**src/fqkr_pkg.sv**
```systemverilog
// shared types and constants for the keyed-remove task queue
// no dependencies; used by the interfaces, the cell and the top level
`default_nettype none

package fqkr_pkg;

   localparam int DEPTH    = 16;
   localparam int CNT_W    = $clog2(DEPTH + 1);
   localparam int HANDLE_W = 16;
   localparam int LIMIT_W  = 16;
   localparam int COUNT_W  = 5;

   typedef enum logic [1:0] {
      OP_PUT    = 2'd0,
      OP_TAKE   = 2'd1,
      OP_REMOVE = 2'd2,
      OP_CLEAR  = 2'd3
   } op_type;

   typedef enum logic [1:0] {
      STAT_OK        = 2'd0,
      STAT_EMPTY     = 2'd1,
      STAT_FULL      = 2'd2,
      STAT_NOT_FOUND = 2'd3
   } status_type;

   typedef enum logic [1:0] {
      ST_IDLE,
      ST_MATCH,
      ST_EXEC
   } state_type;

   // control broadcast to every cell of the chain
   typedef struct packed {
      logic                compare_en;
      logic                commit_en;
      logic                take;
      logic                remove;
      logic                load;
      logic [HANDLE_W-1:0] key;
      logic [LIMIT_W-1:0]  load_limit;
   } cell_ctrl_type;

   // reported count, wrapped to the result field width
   function automatic logic [COUNT_W-1:0] count_out(input logic [CNT_W-1:0] cnt);
      logic [CNT_W+COUNT_W-1:0] wide;
      wide = {{COUNT_W{1'b0}}, cnt};
      return wide[COUNT_W-1:0];
   endfunction

endpackage

`default_nettype wire

```
**src/fqkr_if.sv**
```systemverilog
// valid/ready channel interfaces for request and response words
// depends on fqkr_pkg
`default_nettype none

interface fqkr_req_if;
   import fqkr_pkg::*;
   logic                valid;
   logic                ready;
   logic [1:0]          op;
   logic [HANDLE_W-1:0] item_handle;
   logic [LIMIT_W-1:0]  time_limit;

   modport source (output valid, op, item_handle, time_limit, input ready);
   modport sink   (input valid, op, item_handle, time_limit, output ready);
endinterface

interface fqkr_rsp_if;
   import fqkr_pkg::*;
   logic                valid;
   logic                ready;
   logic [1:0]          status;
   logic [HANDLE_W-1:0] taken_handle;
   logic [LIMIT_W-1:0]  taken_limit;
   logic [COUNT_W-1:0]  entry_count;

   modport source (output valid, status, taken_handle, taken_limit, entry_count,
                   input ready);
   modport sink   (input valid, status, taken_handle, taken_limit, entry_count,
                   output ready);
endinterface

`default_nettype wire

```
**src/fqkr_cell.sv**
```systemverilog
// one queue slot: holds a handle and limit, matches the key, shifts toward the head
// depends on fqkr_pkg
`default_nettype none

module fqkr_cell
   import fqkr_pkg::*;
(
   input  wire logic                clock,
   input  wire cell_ctrl_type       ctrl,
   input  wire logic                in_range,
   input  wire logic                load_en,
   input  wire logic [HANDLE_W-1:0] next_handle,
   input  wire logic [LIMIT_W-1:0]  next_limit,
   input  wire logic                found_in,
   output logic                     found_out,
   output logic [HANDLE_W-1:0]      handle,
   output logic [LIMIT_W-1:0]       limit
);

   logic [HANDLE_W-1:0] handle_ff, handle_in;
   logic [LIMIT_W-1:0]  limit_ff, limit_in;
   logic                match_ff, match_in;
   logic                shift;

   // match flag and first-match propagation toward the tail
   always_comb begin
      match_in  = ctrl.compare_en ? (in_range && (handle_ff == ctrl.key)) : match_ff;
      found_out = found_in | match_ff;
      shift     = ctrl.take | (ctrl.remove & (found_in | match_ff));
   end

   // slot update: shift from the neighbor or load at the tail
   always_comb begin
      handle_in = handle_ff;
      limit_in  = limit_ff;
      if (ctrl.commit_en) begin
         if (shift) begin
            handle_in = next_handle;
            limit_in  = next_limit;
         end else if (ctrl.load && load_en) begin
            handle_in = ctrl.key;
            limit_in  = ctrl.load_limit;
         end
      end
   end

   always_ff @(posedge clock) begin
      handle_ff <= handle_in;
      limit_ff  <= limit_in;
      match_ff  <= match_in;
   end

   assign handle = handle_ff;
   assign limit  = limit_ff;

endmodule

`default_nettype wire

```
**src/fifo_queue_with_keyed_remove_top.sv**
```systemverilog
// Bounded task queue with put, take, remove-by-handle and clear. Each request
// word first has a match step, where every slot compares its handle with the
// key, then a shift step, where the slot chain shifts toward the head, loads
// the tail and the response word is registered. A new request is accepted in
// the shift step of the previous one, so a new word can start before the last
// one is through; a stalled response holds the queue in its shift step.
// The row of slot cells keeps compare and shift as separate steps.
// depends on fqkr_pkg, fqkr_if and fqkr_cell
`default_nettype none

module fifo_queue_with_keyed_remove_top
   import fqkr_pkg::*;
(
   input  wire logic   clock,
   input  wire logic   reset,
   fqkr_req_if.sink    req,
   fqkr_rsp_if.source  rsp
);

   state_type           state_ff, state_in;
   op_type              op_ff, op_in;
   logic [HANDLE_W-1:0] key_ff, key_in;
   logic [LIMIT_W-1:0]  limit_ff, limit_in;
   logic [CNT_W-1:0]    count_ff, count_in;

   logic                rsp_valid_ff, rsp_valid_in;
   status_type          rsp_status_ff, rsp_status_in;
   logic [HANDLE_W-1:0] rsp_handle_ff, rsp_handle_in;
   logic [LIMIT_W-1:0]  rsp_limit_ff, rsp_limit_in;
   logic [CNT_W-1:0]    rsp_count_ff, rsp_count_in;

   logic                commit;
   logic                accept;
   logic                full;
   logic                empty;
   cell_ctrl_type       ctrl;

   logic [DEPTH:0]      found_chain;
   logic [HANDLE_W-1:0] cell_handle [DEPTH+1];
   logic [LIMIT_W-1:0]  cell_limit  [DEPTH+1];

   assign full   = (count_ff == CNT_W'(DEPTH));
   assign empty  = (count_ff == '0);
   assign commit = (state_ff == ST_EXEC) && (!rsp_valid_ff || rsp.ready);
   assign accept = req.valid && req.ready;

   // request ready in idle or while the current word finishes
   assign req.ready = (state_ff == ST_IDLE) || commit;

   // cell control broadcast
   always_comb begin
      ctrl.compare_en = (state_ff == ST_MATCH);
      ctrl.commit_en  = commit;
      ctrl.take       = (op_ff == OP_TAKE) && !empty;
      ctrl.remove     = (op_ff == OP_REMOVE);
      ctrl.load       = (op_ff == OP_PUT) && !full;
      ctrl.key        = key_ff;
      ctrl.load_limit = limit_ff;
   end

   // slot chain, head at index zero
   assign found_chain[0]    = 1'b0;
   assign cell_handle[DEPTH] = '0;
   assign cell_limit[DEPTH]  = '0;

   for (genvar g = 0; g < DEPTH; g++) begin : g_cell
      fqkr_cell u_cell (
         .clock       (clock),
         .ctrl        (ctrl),
         .in_range    (CNT_W'(g) < count_ff),
         .load_en     (CNT_W'(g) == count_ff),
         .next_handle (cell_handle[g+1]),
         .next_limit  (cell_limit[g+1]),
         .found_in    (found_chain[g]),
         .found_out   (found_chain[g+1]),
         .handle      (cell_handle[g]),
         .limit       (cell_limit[g])
      );
   end

   // sequencer: next state, request capture, count and response
   always_comb begin
      state_in      = state_ff;
      op_in         = op_ff;
      key_in        = key_ff;
      limit_in      = limit_ff;
      count_in      = count_ff;
      rsp_valid_in  = rsp_valid_ff && !rsp.ready;
      rsp_status_in = rsp_status_ff;
      rsp_handle_in = rsp_handle_ff;
      rsp_limit_in  = rsp_limit_ff;
      rsp_count_in  = rsp_count_ff;

      unique case (state_ff)
         ST_IDLE: begin
            if (accept) begin
               state_in = ST_MATCH;
            end
         end
         ST_MATCH: begin
            state_in = ST_EXEC;
         end
         ST_EXEC: begin
            if (commit) begin
               state_in      = accept ? ST_MATCH : ST_IDLE;
               rsp_valid_in  = 1'b1;
               rsp_status_in = STAT_OK;
               rsp_handle_in = '0;
               rsp_limit_in  = '0;
               unique case (op_ff)
                  OP_PUT: begin
                     if (full) begin
                        rsp_status_in = STAT_FULL;
                     end else begin
                        count_in = count_ff + 1'b1;
                     end
                  end
                  OP_TAKE: begin
                     if (empty) begin
                        rsp_status_in = STAT_EMPTY;
                     end else begin
                        rsp_handle_in = cell_handle[0];
                        rsp_limit_in  = cell_limit[0];
                        count_in      = count_ff - 1'b1;
                     end
                  end
                  OP_REMOVE: begin
                     if (found_chain[DEPTH]) begin
                        count_in = count_ff - 1'b1;
                     end else begin
                        rsp_status_in = STAT_NOT_FOUND;
                     end
                  end
                  OP_CLEAR: begin
                     count_in = '0;
                  end
                  default: begin
                     rsp_status_in = STAT_OK;
                  end
               endcase
               rsp_count_in = count_in;
            end
         end
         default: begin
            state_in = ST_IDLE;
         end
      endcase

      if (accept) begin
         op_in    = op_type'(req.op);
         key_in   = req.item_handle;
         limit_in = req.time_limit;
      end
   end

   // control registers
   always_ff @(posedge clock) begin
      if (reset) begin
         state_ff     <= ST_IDLE;
         count_ff     <= '0;
         rsp_valid_ff <= 1'b0;
      end else begin
         state_ff     <= state_in;
         count_ff     <= count_in;
         rsp_valid_ff <= rsp_valid_in;
      end
   end

   // payload registers
   always_ff @(posedge clock) begin
      op_ff         <= op_in;
      key_ff        <= key_in;
      limit_ff      <= limit_in;
      rsp_status_ff <= rsp_status_in;
      rsp_handle_ff <= rsp_handle_in;
      rsp_limit_ff  <= rsp_limit_in;
      rsp_count_ff  <= rsp_count_in;
   end

   assign rsp.valid        = rsp_valid_ff;
   assign rsp.status       = rsp_status_ff;
   assign rsp.taken_handle = rsp_handle_ff;
   assign rsp.taken_limit  = rsp_limit_ff;
   assign rsp.entry_count  = count_out(rsp_count_ff);

endmodule

`default_nettype wire

```
**src/flat_wrapper.sv**
```systemverilog
// flat-port wrapper written by rule: the top's interface ports become plain ports
module fifo_queue_with_keyed_remove_top_flat import fqkr_pkg::*;
  (clock, reset, req_valid, req_op, req_item_handle, req_time_limit, req_ready, rsp_valid, rsp_status, rsp_taken_handle, rsp_taken_limit, rsp_entry_count, rsp_ready);
  fqkr_req_if req_i ();
  fqkr_rsp_if rsp_i ();
  input  wire logic clock;
  input  wire logic reset;
  input wire logic [$bits(req_i.valid)-1:0] req_valid;
  input wire logic [$bits(req_i.op)-1:0] req_op;
  input wire logic [$bits(req_i.item_handle)-1:0] req_item_handle;
  input wire logic [$bits(req_i.time_limit)-1:0] req_time_limit;
  output wire logic [$bits(req_i.ready)-1:0] req_ready;
  output wire logic [$bits(rsp_i.valid)-1:0] rsp_valid;
  output wire logic [$bits(rsp_i.status)-1:0] rsp_status;
  output wire logic [$bits(rsp_i.taken_handle)-1:0] rsp_taken_handle;
  output wire logic [$bits(rsp_i.taken_limit)-1:0] rsp_taken_limit;
  output wire logic [$bits(rsp_i.entry_count)-1:0] rsp_entry_count;
  input wire logic [$bits(rsp_i.ready)-1:0] rsp_ready;
  assign req_i.valid = req_valid;
  assign req_i.op = req_op;
  assign req_i.item_handle = req_item_handle;
  assign req_i.time_limit = req_time_limit;
  assign req_ready = req_i.ready;
  assign rsp_valid = rsp_i.valid;
  assign rsp_status = rsp_i.status;
  assign rsp_taken_handle = rsp_i.taken_handle;
  assign rsp_taken_limit = rsp_i.taken_limit;
  assign rsp_entry_count = rsp_i.entry_count;
  assign rsp_i.ready = rsp_ready;
  fifo_queue_with_keyed_remove_top u_core (.clock(clock), .reset(reset), .req(req_i), .rsp(rsp_i));
endmodule
```
**config.mk**
```make
export PLATFORM = sky130hd
export DESIGN_NAME = fifo_queue_with_keyed_remove_top_flat
export DESIGN_NICKNAME = d
export VERILOG_FILES = /design/src/fqkr_pkg.sv /design/src/fqkr_if.sv /design/src/fqkr_cell.sv /design/src/fifo_queue_with_keyed_remove_top.sv /design/src/flat_wrapper.sv
export SDC_FILE = /design/constraint.sdc
export NUM_CORES = 1
export LEC_CHECK = 0
export BUFFER_PORTS_ARGS = -buffer_cell sky130_fd_sc_hd__clkbuf_2
export CAP_MARGIN = 20
export CORE_MARGIN = 3
export CORE_UTILIZATION = 40
export CTS_BUF_LIST = sky130_fd_sc_hd__clkbuf_8
export DETAILED_ROUTE_END_ITERATION = 8
export GPL_TIMING_DRIVEN = 0
export SLEW_MARGIN = 5
export SYNTH_ARGS = -nofsm -noshare
export SYNTH_HDL_FRONTEND = slang
export SYNTH_HIERARCHICAL = 1
export SYNTH_SLANG_ARGS = --single-unit
```
**constraint.sdc**
```tcl
create_clock -name clock -period 8.39 [get_ports clock]
set_input_delay 0.839 -clock clock [delete_from_list [all_inputs] [get_ports clock]]
set_output_delay 0.839 -clock clock [all_outputs]
set_load 0.005 [all_outputs]
```
==> summary.md, run 1 <==
| Metric | Value |
|---|---|
| Clk_skew | `~0.023 ns` |
| Clock transition at path regs | `~0.06 ns` |
| Initial antenna violation count | `2` |
| Global placement routability congestion | `between 0.7 and 0.8` |
| CTS tree | `done` |
| Critical Path AT | `6.08 ns` |
| Routed length per instance | `roughly 17 um` |
| Initial Util | `between 40 and 50%` |
| RSZ-0062 raised after global routing | `no` |
| Setup TNS | `0 ns` |
| IO buf count | `between 70 and 80` |
| Core box area | `~70000 um^2` |
| Post-route DRC | `0` |
| Die ar. | `75400 um^2` |
| CTS Buffer Depth | `3` |
| IO Pins | `just under 80` |
| Least-Margin Pin Slew | `0.846 ns` |
| Status | `completed` |
| Max-slew headroom | `a little over two fifths` |
| Routed wire length | `51000 um` |
| Antenna viol nets, final | `0` |
| Share of layout cells above drive strength 1 | `39.6%` |
| Period utilization | `67.6%` |
| Via count | `about 15000` |
| CTS Sinks | `about 600` |
| Clk_lat worst skew | `0.67 ns` |
| Max-cap check violation count | `0` |
| CTS hold repair buffers | `0` |
| DP Wirelength | `roughly 36000 um` |
| Final setup viols | `0` |
| Asr flop ratio synth | `0%` |
| Max Fclk | `around 180 MHz` |
| Layout Area Growth over Synthesis | `16.0%` |
| Ys flop type | `edfxtp_1` |
| Design area | `approximately 33000 um^2` |
| Post-synth EDFFs | `around 600` |
| Post-placement cell area | `roughly 32000 um^2` |
| Drt pass-1 iters | `5` |
| Final net count | `between 2000 and 2500` |
| All-Layer GR Usage | `~14%` |
| Starting DRC count in detailed routing | `around 900` |
| Critical path type | `flop to flop` |
| Yosys cell types | `50` |
| FILL cells | `6018` |
| CP max FO | `27` |
| Cell row count | `97` |
| Hold Violations, Final | `0` |
| Startpoint types | `flop` |
| First-pass GRT wire length | `roughly 83000 um` |
| Pin count of the biggest net entering global routing | `42` |
| Most frequent cells in the layout | `601 x edfxtp_1, 481 x mux2_2, 196 x xnor2_1, 105 x clkbuf_8, 78 x clkbuf_2` |
| Pwr dens | `~200 nW/um^2` |
| Fin crit period | `between 5 and 6 ns` |
| Avg Cell Area, Syn | `16.4 um^2` |
| Vias/cell | `just under 5` |
| Vert. Die Dim | `between 200 and 300 um` |
| CTS H-tree depth | `3` |
| Synth Warn # | `6` |
| CP required | `around 8.8 ns` |
| Overflow after GRT | `0` |
| Sequential fraction of the synthesis area | `63.1%` |
| Final Max Slew Viols | `0` |
| Cells after synthesis | `roughly 1800` |
| Postcts setup bufs | `0` |
| Synth Register Bits | `609` |
| Kind of end point of the critical path | `flop` |
| Clk root buf | `clkbuf_8` |
| Synth Cell Area | `a little under 30000 um^2` |
| Vias in the first global route | `15727` |
| Leak Pwr | `0.0112 uW` |
| PostCTS Resize Cnt | `0` |
| Most common cell after layout, fill and taps aside | `edfxtp_1` |
| HP Class | `input pin to flop` |
| Peak supply drop | `~120 uV` |
| Cts bufs inserted | `around 110` |
| Die width | `275 um` |
-- routing by layer --
layer  up-vias  part of all wire (%)  GRT usage (%)
met1      7117                    43           17.2
met2       262                    50           24.2
met3        90                   4.5           3.04
met5         -                     0              0
met4         0                   2.3           4.27
li1       7200                     -              -
-- path summary, 6_finish.rpt --
check | cells past startpoint | slack (ns) | startpoint | end
worst max-delay path | 20 | 2.72 | u_core/g_cell[0].u_cell/match_ff | u_core/g_cell[15].u_cell/limit[8]
worst min-delay path | 1 | 0.34 | req_time_limit[9] | u_core/limit_ff[9]
worst max register to register | 20 | 2.72 | u_core/g_cell[0].u_cell/match_ff | u_core/g_cell[15].u_cell/limit[8]
worst min register to register | 1 | 0.51 | u_core/state_ff[0] | u_core/state_ff[1]
-- report_power, final --
part | leakage (uW) | switching, uW | internal [uW]
Clock | 0.00109 | 1160 | 1250
Combinational | 0.00453 | 272 | 344
Sequential | 0.00557 | 60.4 | 3430
Total | 0.0112 | 1500 | 5020
-- critical path, stage by stage (launching register included) --
cell and delay, ns:
edfxtp_1 0.36, or2_4 0.27, or2_4 0.25, or2_4 0.26
or2_4 0.25, or2_4 0.25, or2_4 0.25, or2_4 0.25
or2_4 0.25, or2_4 0.25, or2_4 0.25, or2_4 0.25
or2_4 0.25, or2_4 0.25, or2_4 0.25, or2_4 0.25
or2_4 0.32, a21oi_4 0.32, buf_4 0.27, a21boi_4 0.12
buf_12 0.19
-- metrics by stage --
step                      utilization [%]  hold WS, ns  power [uW]  cells  worst slack [ns]
after floorplan                         -        0.448        3990   1790              2.12
after global placement               43.2        0.466        4110   2807             0.117
after detailed placement             44.7        0.502        4170   2844              2.71
after CTS                            47.3        0.249        6630   3031              2.69
after global routing                 47.3        0.258        6820   3032              2.57
final                                47.3        0.336        6520   3033              2.72
-- state kept, by name, indices dropped and copies added, names as in the netlist --
signal,flops
u_core/g_cell.u_cell/handle,256
u_core/op_ff,2
u_core/g_cell.u_cell/match_ff,16
u_core/key_ff,16
u_core/rsp.status,2
u_core/state_ff,2
u_core/rsp.taken_handle,16
u_core/count_ff,5
u_core/g_cell.u_cell/limit,256
u_core/rsp.entry_count,5
u_core/rsp.taken_limit,16
u_core/rsp.valid,1
u_core/limit_ff,16
-- cell families (layout without fill, tap and decap cells) --
| group | count (synthesis) | in the layout | synth area share [%] |
|---|---|---|---|
| adder cells (fa/ha/maj) | 5 | 5 | 0.217 |
| multiplexers | 513 | 513 | 20.0 |
| other | 1 | 35 | 0.0130 |
| AND/OR/NAND/NOR | 228 | 228 | 4.57 |
| XOR/XNOR | 260 | 260 | 7.89 |
| buffers and inverters | 69 | 370 | 1.98 |
| flip-flops | 609 | 609 | 63.1 |
| AO/OA/AOI/OAI | 73 | 73 | 2.25 |
-- cells in the mapped netlist, types with 32 or more instances --
master    number  share of area (%)
nor4_1        33               0.72
nand2_1       50               0.65
and2_1        35               0.76
nand4_1       48                1.0
mux2_1        32                1.2
buf_6         33                1.3
edfxtp_1     601                 63
mux2_2       481                 19
xnor2_1      196                5.9
xor2_1        64                1.9
-- area by class of cell --
cell class,count,area [um^2],share of cell area [%]
repair buffers,114,1260,3.77
clock inverters,82,423,1.26
well taps,940,1180,3.51
flip-flops and latches,609,18200,54.4
multi-input cells,1112,10400,31.1
plain buffers,60,539,1.61
inverters,9,33.8,0.101
clock buffers,105,1450,4.31
diodes,2,5.00,0.0149
Note: power is estimated with default switching activity, not from simulation.
==> run 2: changes to the inputs <==
==> constraint.sdc (replaced) <==
create_clock -name clock -period 5.2 [get_ports clock]
set_input_delay 0.52 -clock clock [delete_from_list [all_inputs] [get_ports clock]]
set_output_delay 0.52 -clock clock [all_outputs]
set_load 0.005 [all_outputs]
==> summary.md, run 2 (synthesis results as in run 1) <==
| Metric | Value |
|---|---|
| Hold Violations, Final | `0 (unchanged)` |
| Pwr dens | `303 nW/um^2 (was 195 nW/um^2)` |
| Worst r2r src | `u_core/g_cell[0].u_cell/match_ff (unchanged)` |
| CP required | `5.79 ns (was 8.80 ns)` |
| Global placement routability congestion | `0.782 (was 0.772)` |
| Max-cap check violation count | `0 (unchanged)` |
| CP startpoint | `u_core/g_cell[0].u_cell/match_ff (unchanged)` |
| Cell row count | `97 (unchanged)` |
| Final net count | `2147 (was 2054)` |
| CP Buf/Inv Count | `0 (was 2)` |
| Initial Util | `40.8% (unchanged)` |
| Least-Margin Pin Slew | `0.957 ns (was 0.846 ns)` |
| CTS tree | `done (unchanged)` |
| Period utilization | `102% (was 67.6%)` |
| Via count | `15138 (was 14669)` |
| Leak Pwr | `0.0119 uW (was 0.0112 uW)` |
| HP Class | `input pin to flop (unchanged)` |
| Worst Hold Slack | `0.157 ns (was 0.336 ns)` |
| Share of layout cells above drive strength 1 | `40.9% (was 39.6%)` |
| Initial antenna violation count | `1 (was 2)` |
| Clk_lat worst skew | `0.69 ns (was 0.67 ns)` |
| Fin crit period | `5.28 ns (was 5.67 ns)` |
| Reg area | `18200 um^2 (unchanged)` |
| Pin count of the biggest net entering global routing | `42 (unchanged)` |
| Max Fclk | `189 MHz (was 176 MHz)` |
| CTS Buffer Depth | `3 (unchanged)` |
| Largest stage delay, worst path | `0.42 ns (was 0.36 ns)` |
| RSZ-0062 raised after global routing | `yes (was no)` |
| Die width | `275 um (unchanged)` |
| Clock transition at path regs | `0.06 ns (about the same)` |
| Critical Path AT | `5.87 ns (was 6.08 ns)` |
| Core box area | `70800 um^2 (unchanged)` |
| Routed wire length | `53400 um (was 51000 um)` |
| Area of the multi-input gates | `10600 um^2 (was 10400 um^2)` |
| Drt pass-1 iters | `5 (unchanged)` |
| Final Max Slew Viols | `0 (unchanged)` |
| Slack of the critical path | `-0.0787 ns (was 2.72 ns)` |
| Post-route DRC | `0 (unchanged)` |
| Clk_skew | `0.0162 ns (was 0.0231 ns)` |
| Final setup viols | `46 (was 0)` |
| Cts bufs inserted | `107 (was 105)` |
| IO Pins | `79 (unchanged)` |
| Core Util, Final | `49.1% (was 47.3%)` |
| Overflow after GRT | `0 (unchanged)` |
| Clk root buf | `clkbuf_8 (unchanged)` |
| Max-slew headroom | `35.7% (was 43.2%)` |
| Peak supply drop | `187 uV (was 118 uV)` |
| Most common cell after layout, fill and taps aside | `edfxtp_1 (unchanged)` |
| Starting DRC count in detailed routing | `770 (was 897)` |
| Layout Area Growth over Synthesis | `20.5% (was 16.0%)` |
| Antenna viol nets, final | `0 (unchanged)` |
| Most frequent CP cell | `or2_4 (unchanged)` |
| Startpoint types | `flop (unchanged)` |
| Kind of end point of the critical path | `flop (unchanged)` |
| First-pass GRT wire length | `86400 um (was 83400 um)` |
| Vias in the first global route | `16160 (was 15727)` |
| Die ar. | `75400 um^2 (unchanged)` |
| Routed length per instance | `17.1 um (was 16.8 um)` |
| Worst slack, placed | `-0.467 ns (was 2.71 ns)` |
| All-Layer GR Usage | `14.5% (was 13.9%)` |
| CP cell instances | `or2_4 -> or2_4 -> or2_4 -> or2_4 -> or2_4 -> or2_4 -> or2_4 -> or2_4 -> or2_4 -> or2_4 -> or2_4 -> or2_4 -> or2_4 -> or2_4 -> or2_4 -> or2_4 -> or3b_4 -> nand3_2 -> o21ai_2 -> a21o_1 -> a311oi_2 (was or2_4 -> or2_4 -> or2_4 -> or2_4 -> or2_4 -> or2_4 -> or2_4 -> or2_4 -> or2_4 -> or2_4 -> or2_4 -> or2_4 -> or2_4 -> or2_4 -> or2_4 -> or2_4 -> a21oi_4 -> buf_4 -> a21boi_4 -> buf_12)` |
| Vert. Die Dim | `275 um (unchanged)` |
| CP max FO | `4 (was 27)` |
| Status | `finished, violations left (was completed)` |
| Worst hold path startpoint | `rsp_ready (was req_time_limit[9])` |
| IO buf count | `77 (unchanged)` |
| CP top delay family | `simple AND/OR/NAND/NOR gates (unchanged)` |
| CTS H-tree depth | `3 (unchanged)` |
| Most frequent cells in the layout | `601 x edfxtp_1, 451 x mux2_2, 196 x xnor2_1, 108 x clkbuf_8, 78 x clkbuf_2 (was 601 x edfxtp_1, 481 x mux2_2, 196 x xnor2_1, 105 x clkbuf_8, 78 x clkbuf_2)` |
| Slowest-stage cell, CP | `or3b_4 (was edfxtp_1)` |
| DP Wirelength | `36300 um (was 36500 um)` |
| FILL cells | `5882 (was 6018)` |
| Vias/cell | `4.84 (about the same)` |
| CTS Sinks | `609 (unchanged)` |
| Critical path type | `flop to flop (unchanged)` |
| Failing checks | `setup timing` |
[run 2: worst paths after layout]
path / end / slack [ns] / cells after the start
min reg2reg: u_core/state_ff[1] / 0.49 / 1
min: u_core/rsp.valid / 0.16 / 3
max: u_core/count_ff[3] / -0.08 / 21
max reg2reg: u_core/count_ff[3] / -0.08 / 21
[run 2: area by class of cell]
cell class,count,area share [%]
diodes,1,0.00720
plain buffers,59,1.62
clock buffers,108,4.27
clock inverters,84,1.05
inverters,9,0.0972
multi-input cells,1115,30.6
flip-flops and latches,609,52.4
well taps,940,3.38
repair buffers,203,6.64
[run 2: per-layer routing]
metal	GRT usage, %	wire length (um)	vias up
li1	-	-	7400
met1	17.7	22700	7352
met2	25.6	27200	274
met3	2.92	1970	112
met4	5.29	1630	0
met5	0	0	-
[run 2: report_power, final]
| group | internal [uW] | leakage [uW] | switching [uW] |
|---|---|---|---|
| Sequential | 5530 | 0.00557 | 98.4 |
| Clock | 1920 | 0.00111 | 1870 |
| Combinational | 641 | 0.00522 | 469 |
[run 2: stage by stage]
stage          std cells  instance area [um^2]  setup TNS, ns  total power, uW
4_1_cts             3125                 34700         -35.13            10700
5_1_grt             3128                 34800         -14.19            11000
2_1_floorplan       1790                 29000              0             6440
3_3_place_gp        2807                 30600        -756.68             6630
3_5_place_dp        2843                 31600         -24.23             6720
6_report            3128                 34800         -0.666            10500
[run 2: what timing repair did]
action,4_1_cts,5_1_grt
buffers inserted,44,6
hold endpoints to repair,34,0
cloned,12,0
hold buffers,34,0
gates resized for setup,62,17
endpoints found under the setup margin,129,197
pin swaps,25,22
[run 2: worst reg2reg max path: stages, from the launching register on]
cell      delay (ns)
edfxtp_1        0.36
or2_4           0.24
or2_4           0.24
or2_4           0.24
or2_4           0.24
or2_4           0.24
or2_4           0.24
or2_4           0.24
or2_4           0.23
or2_4           0.23
or2_4           0.24
or2_4           0.23
or2_4           0.24
or2_4           0.23
or2_4           0.23
or2_4           0.23
or2_4           0.30
or3b_4          0.42
nand3_2         0.10
o21ai_2         0.06
a21o_1          0.21
a311oi_2        0.21
==> run 3: changes to the inputs <==
--- a/config.mk
+++ b/config.mk
@@ -12,6 +12,7 @@
 export CTS_BUF_LIST = sky130_fd_sc_hd__clkbuf_8
 export DETAILED_ROUTE_END_ITERATION = 8
 export GPL_TIMING_DRIVEN = 0
+export REMOVE_ABC_BUFFERS = 1
 export SLEW_MARGIN = 5
 export SYNTH_ARGS = -nofsm -noshare
 export SYNTH_HDL_FRONTEND = slang
==> summary.md, run 3 (synthesis results as in run 1) <==
| Metric | Value |
|---|---|
| Status | `finished, violations left (unchanged)` |
| Failing checks | `setup timing (unchanged)` |
| Max Fclk | `192 MHz (was 189 MHz)` |
| Layout Area Growth over Synthesis | `18.2% (was 20.5%)` |
| Antenna viol nets, final | `0 (unchanged)` |
| Starting DRC count in detailed routing | `599 (was 770)` |
| Fin crit period | `5.20 ns (was 5.28 ns)` |
| Startpoint types | `flop (unchanged)` |
| Drt pass-1 iters | `4 (was 5)` |
| Die ar. | `75400 um^2 (unchanged)` |
| Hold Violations, Final | `0 (unchanged)` |
| Core box area | `70800 um^2 (unchanged)` |
| Design area | `34100 um^2 (was 34800 um^2)` |
| CP max FO | `3 (was 4)` |
| Via count | `15100 (was 15138)` |
| Least-Margin Pin Slew | `1.08 ns (was 0.957 ns)` |
| Vias/cell | `4.94 (was 4.84)` |
| Critical path type | `flop to flop (unchanged)` |
| Clk_skew | `0.0298 ns (was 0.0162 ns)` |
| Post-placement cell area | `31200 um^2 (was 31600 um^2)` |
| Pwr dens | `311 nW/um^2 (was 303 nW/um^2)` |
| Max-slew headroom | `27.5% (was 35.7%)` |
| Share of layout cells above drive strength 1 | `39.5% (was 40.9%)` |
| Vert. Die Dim | `275 um (unchanged)` |
| Final Max Slew Viols | `0 (unchanged)` |
| Cts bufs inserted | `105 (was 107)` |
| CTS H-tree depth | `3 (unchanged)` |
| Post-route DRC | `0 (unchanged)` |
| Final net count | `2075 (was 2147)` |
| Critical Path AT | `5.79 ns (was 5.87 ns)` |
| Global placement routability congestion | `0.769 (was 0.782)` |
| All-Layer GR Usage | `13.9% (was 14.5%)` |
| HP Class | `input pin to flop (unchanged)` |
| Initial Util | `40.8% (unchanged)` |
| DP Wirelength | `33900 um (was 36300 um)` |
| Reg area | `18200 um^2 (unchanged)` |
| Clock transition at path regs | `0.05 ns (was 0.06 ns)` |
| Most frequent cells in the layout | `601 x edfxtp_1, 478 x mux2_2, 196 x xnor2_1, 112 x clkbuf_8, 78 x clkbuf_2 (was 601 x edfxtp_1, 451 x mux2_2, 196 x xnor2_1, 108 x clkbuf_8, 78 x clkbuf_2)` |
| Area of the multi-input gates | `10500 um^2 (was 10600 um^2)` |
| Period utilization | `100% (was 102%)` |
| Routed length per instance | `16.7 um (was 17.1 um)` |
| Max-cap check violation count | `0 (unchanged)` |
| Die width | `275 um (unchanged)` |
| CTS Sinks | `609 (unchanged)` |
| Kind of end point of the critical path | `flop (unchanged)` |
| Overflow after GRT | `0 (unchanged)` |
| Pin count of the biggest net entering global routing | `39 (was 42)` |
| Vias in the first global route | `16387 (was 16160)` |
| Most common cell after layout, fill and taps aside | `edfxtp_1 (unchanged)` |
| Clk_lat worst skew | `0.69 ns (about the same)` |
| IO Pins | `79 (unchanged)` |
| CTS tree | `done (unchanged)` |
| Routed wire length | `51100 um (was 53400 um)` |
| Leak Pwr | `0.0114 uW (was 0.0119 uW)` |
| Cell row count | `97 (unchanged)` |
| Final setup viols | `1 (was 46)` |
| Slack of the critical path | `-0.000197 ns (was -0.0787 ns)` |
| IO buf count | `78 (was 77)` |
| Initial antenna violation count | `1 (unchanged)` |
| Peak supply drop | `158 uV (was 187 uV)` |
| CP required | `5.79 ns (about the same)` |
| FILL cells | `5954 (was 5882)` |
| CTS Buffer Depth | `3 (unchanged)` |
| RSZ-0062 raised after global routing | `yes (unchanged)` |
| First-pass GRT wire length | `84800 um (was 86400 um)` |
| Clk root buf | `clkbuf_8 (unchanged)` |
| Setup TNS | `-0.000197 ns (was -0.666 ns)` |
==> run 3: cell types whose count changed in the layout (fill, tap and decap cells not counted), moves of 4 or more <==
cell | before | now
inv_1 | 51 | 41
clkbuf_8 | 108 | 112
buf_4 | 45 | 20
mux2_4 | 32 | 3
mux2_2 | 451 | 478
clkbuf_1 | 5 | 0
buf_2 | 4 | 0
buf_6 | 36 | 4
clkinv_1 | 28 | 32
==> run 3: timing repair <==
action / CTS / global route
cloned: 6 / 1
endpoints found under the setup margin: 167 / 140
gates resized for setup: 25 / 10
setup buffers: 19 / 9
endpoints found under the hold margin: 34 / 0
hold buffers: 34 / 0
pin swaps: 10 / 5
==> run 3: critical path, cell delays in order, from the launching register on <==
cell	delay, ns
edfxtp_1	0.36
or2_4	0.24
or2_4	0.23
or2_4	0.23
or2_4	0.24
or2_4	0.23
or2_4	0.23
or2_4	0.23
or2_4	0.23
or2_4	0.25
or2_4	0.23
or2_4	0.24
or2_4	0.24
or2_4	0.24
or2_4	0.23
or2_4	0.23
or2_4	0.28
or3b_4	0.42
nand3_2	0.10
o21ai_2	0.06
a21o_1	0.19
a311oi_2	0.18
==> run 3: path summary, 6_finish.rpt <==
kind	from	cells after the start	endpoint	slack [ns]
max reg2reg	u_core/g_cell[0].u_cell/match_ff	21	u_core/count_ff[3]	-0.0002
max	u_core/g_cell[0].u_cell/match_ff	21	u_core/count_ff[3]	-0.0002
min	rsp_ready	3	u_core/rsp.valid	0.17
min reg2reg	u_core/state_ff[0]	1	u_core/state_ff[1]	0.50
==> run 3: power breakdown <==
| group | switching [uW] | internal [uW] |
|---|---|---|
| clock | 1880 | 2080 |
| sequential | 97.1 | 5530 |
| combinational | 436 | 580 |
| total | 2410 | 8180 |
==> run 3: per-layer routing <==
layer	vias up	GRT usage (%)	routed length (um)
li1	7248	-	-
met1	7513	17.1	21500
met2	255	24.3	26300
met3	84	2.48	2070
met4	0	5.34	1190
met5	-	0	0
==> run 3: cell type report <==
type	instances	area share, %
Antenna cell	1	0.00733
Timing Repair Buffer	195	6.72
Clock buffer	112	4.52
Tap cell	940	3.45
Inverter	9	0.0990
Multi-Input combinational cell	1112	30.7
Clock inverter	79	1.14
Sequential cell	609	53.4
==> run 3: through the flow <==
| step | hold slack [ns] | power (uW) | instances | setup slack, ns | utilization [%] |
|---|---|---|---|---|---|
| after global routing | 0.142 | 11100 | 3057 | -0.145 | 48.2 |
| final | 0.169 | 10600 | 3057 | -0.000197 | 48.2 |
| after detailed placement | 0.486 | 6660 | 2789 | -0.385 | 44.0 |
| after floorplan | 0.439 | 6390 | 1730 | -1.50 | - |
| after CTS | 0.0968 | 10800 | 3039 | -0.118 | 47.8 |
| after global placement | 0.464 | 6570 | 2748 | -4.09 | 42.4 |
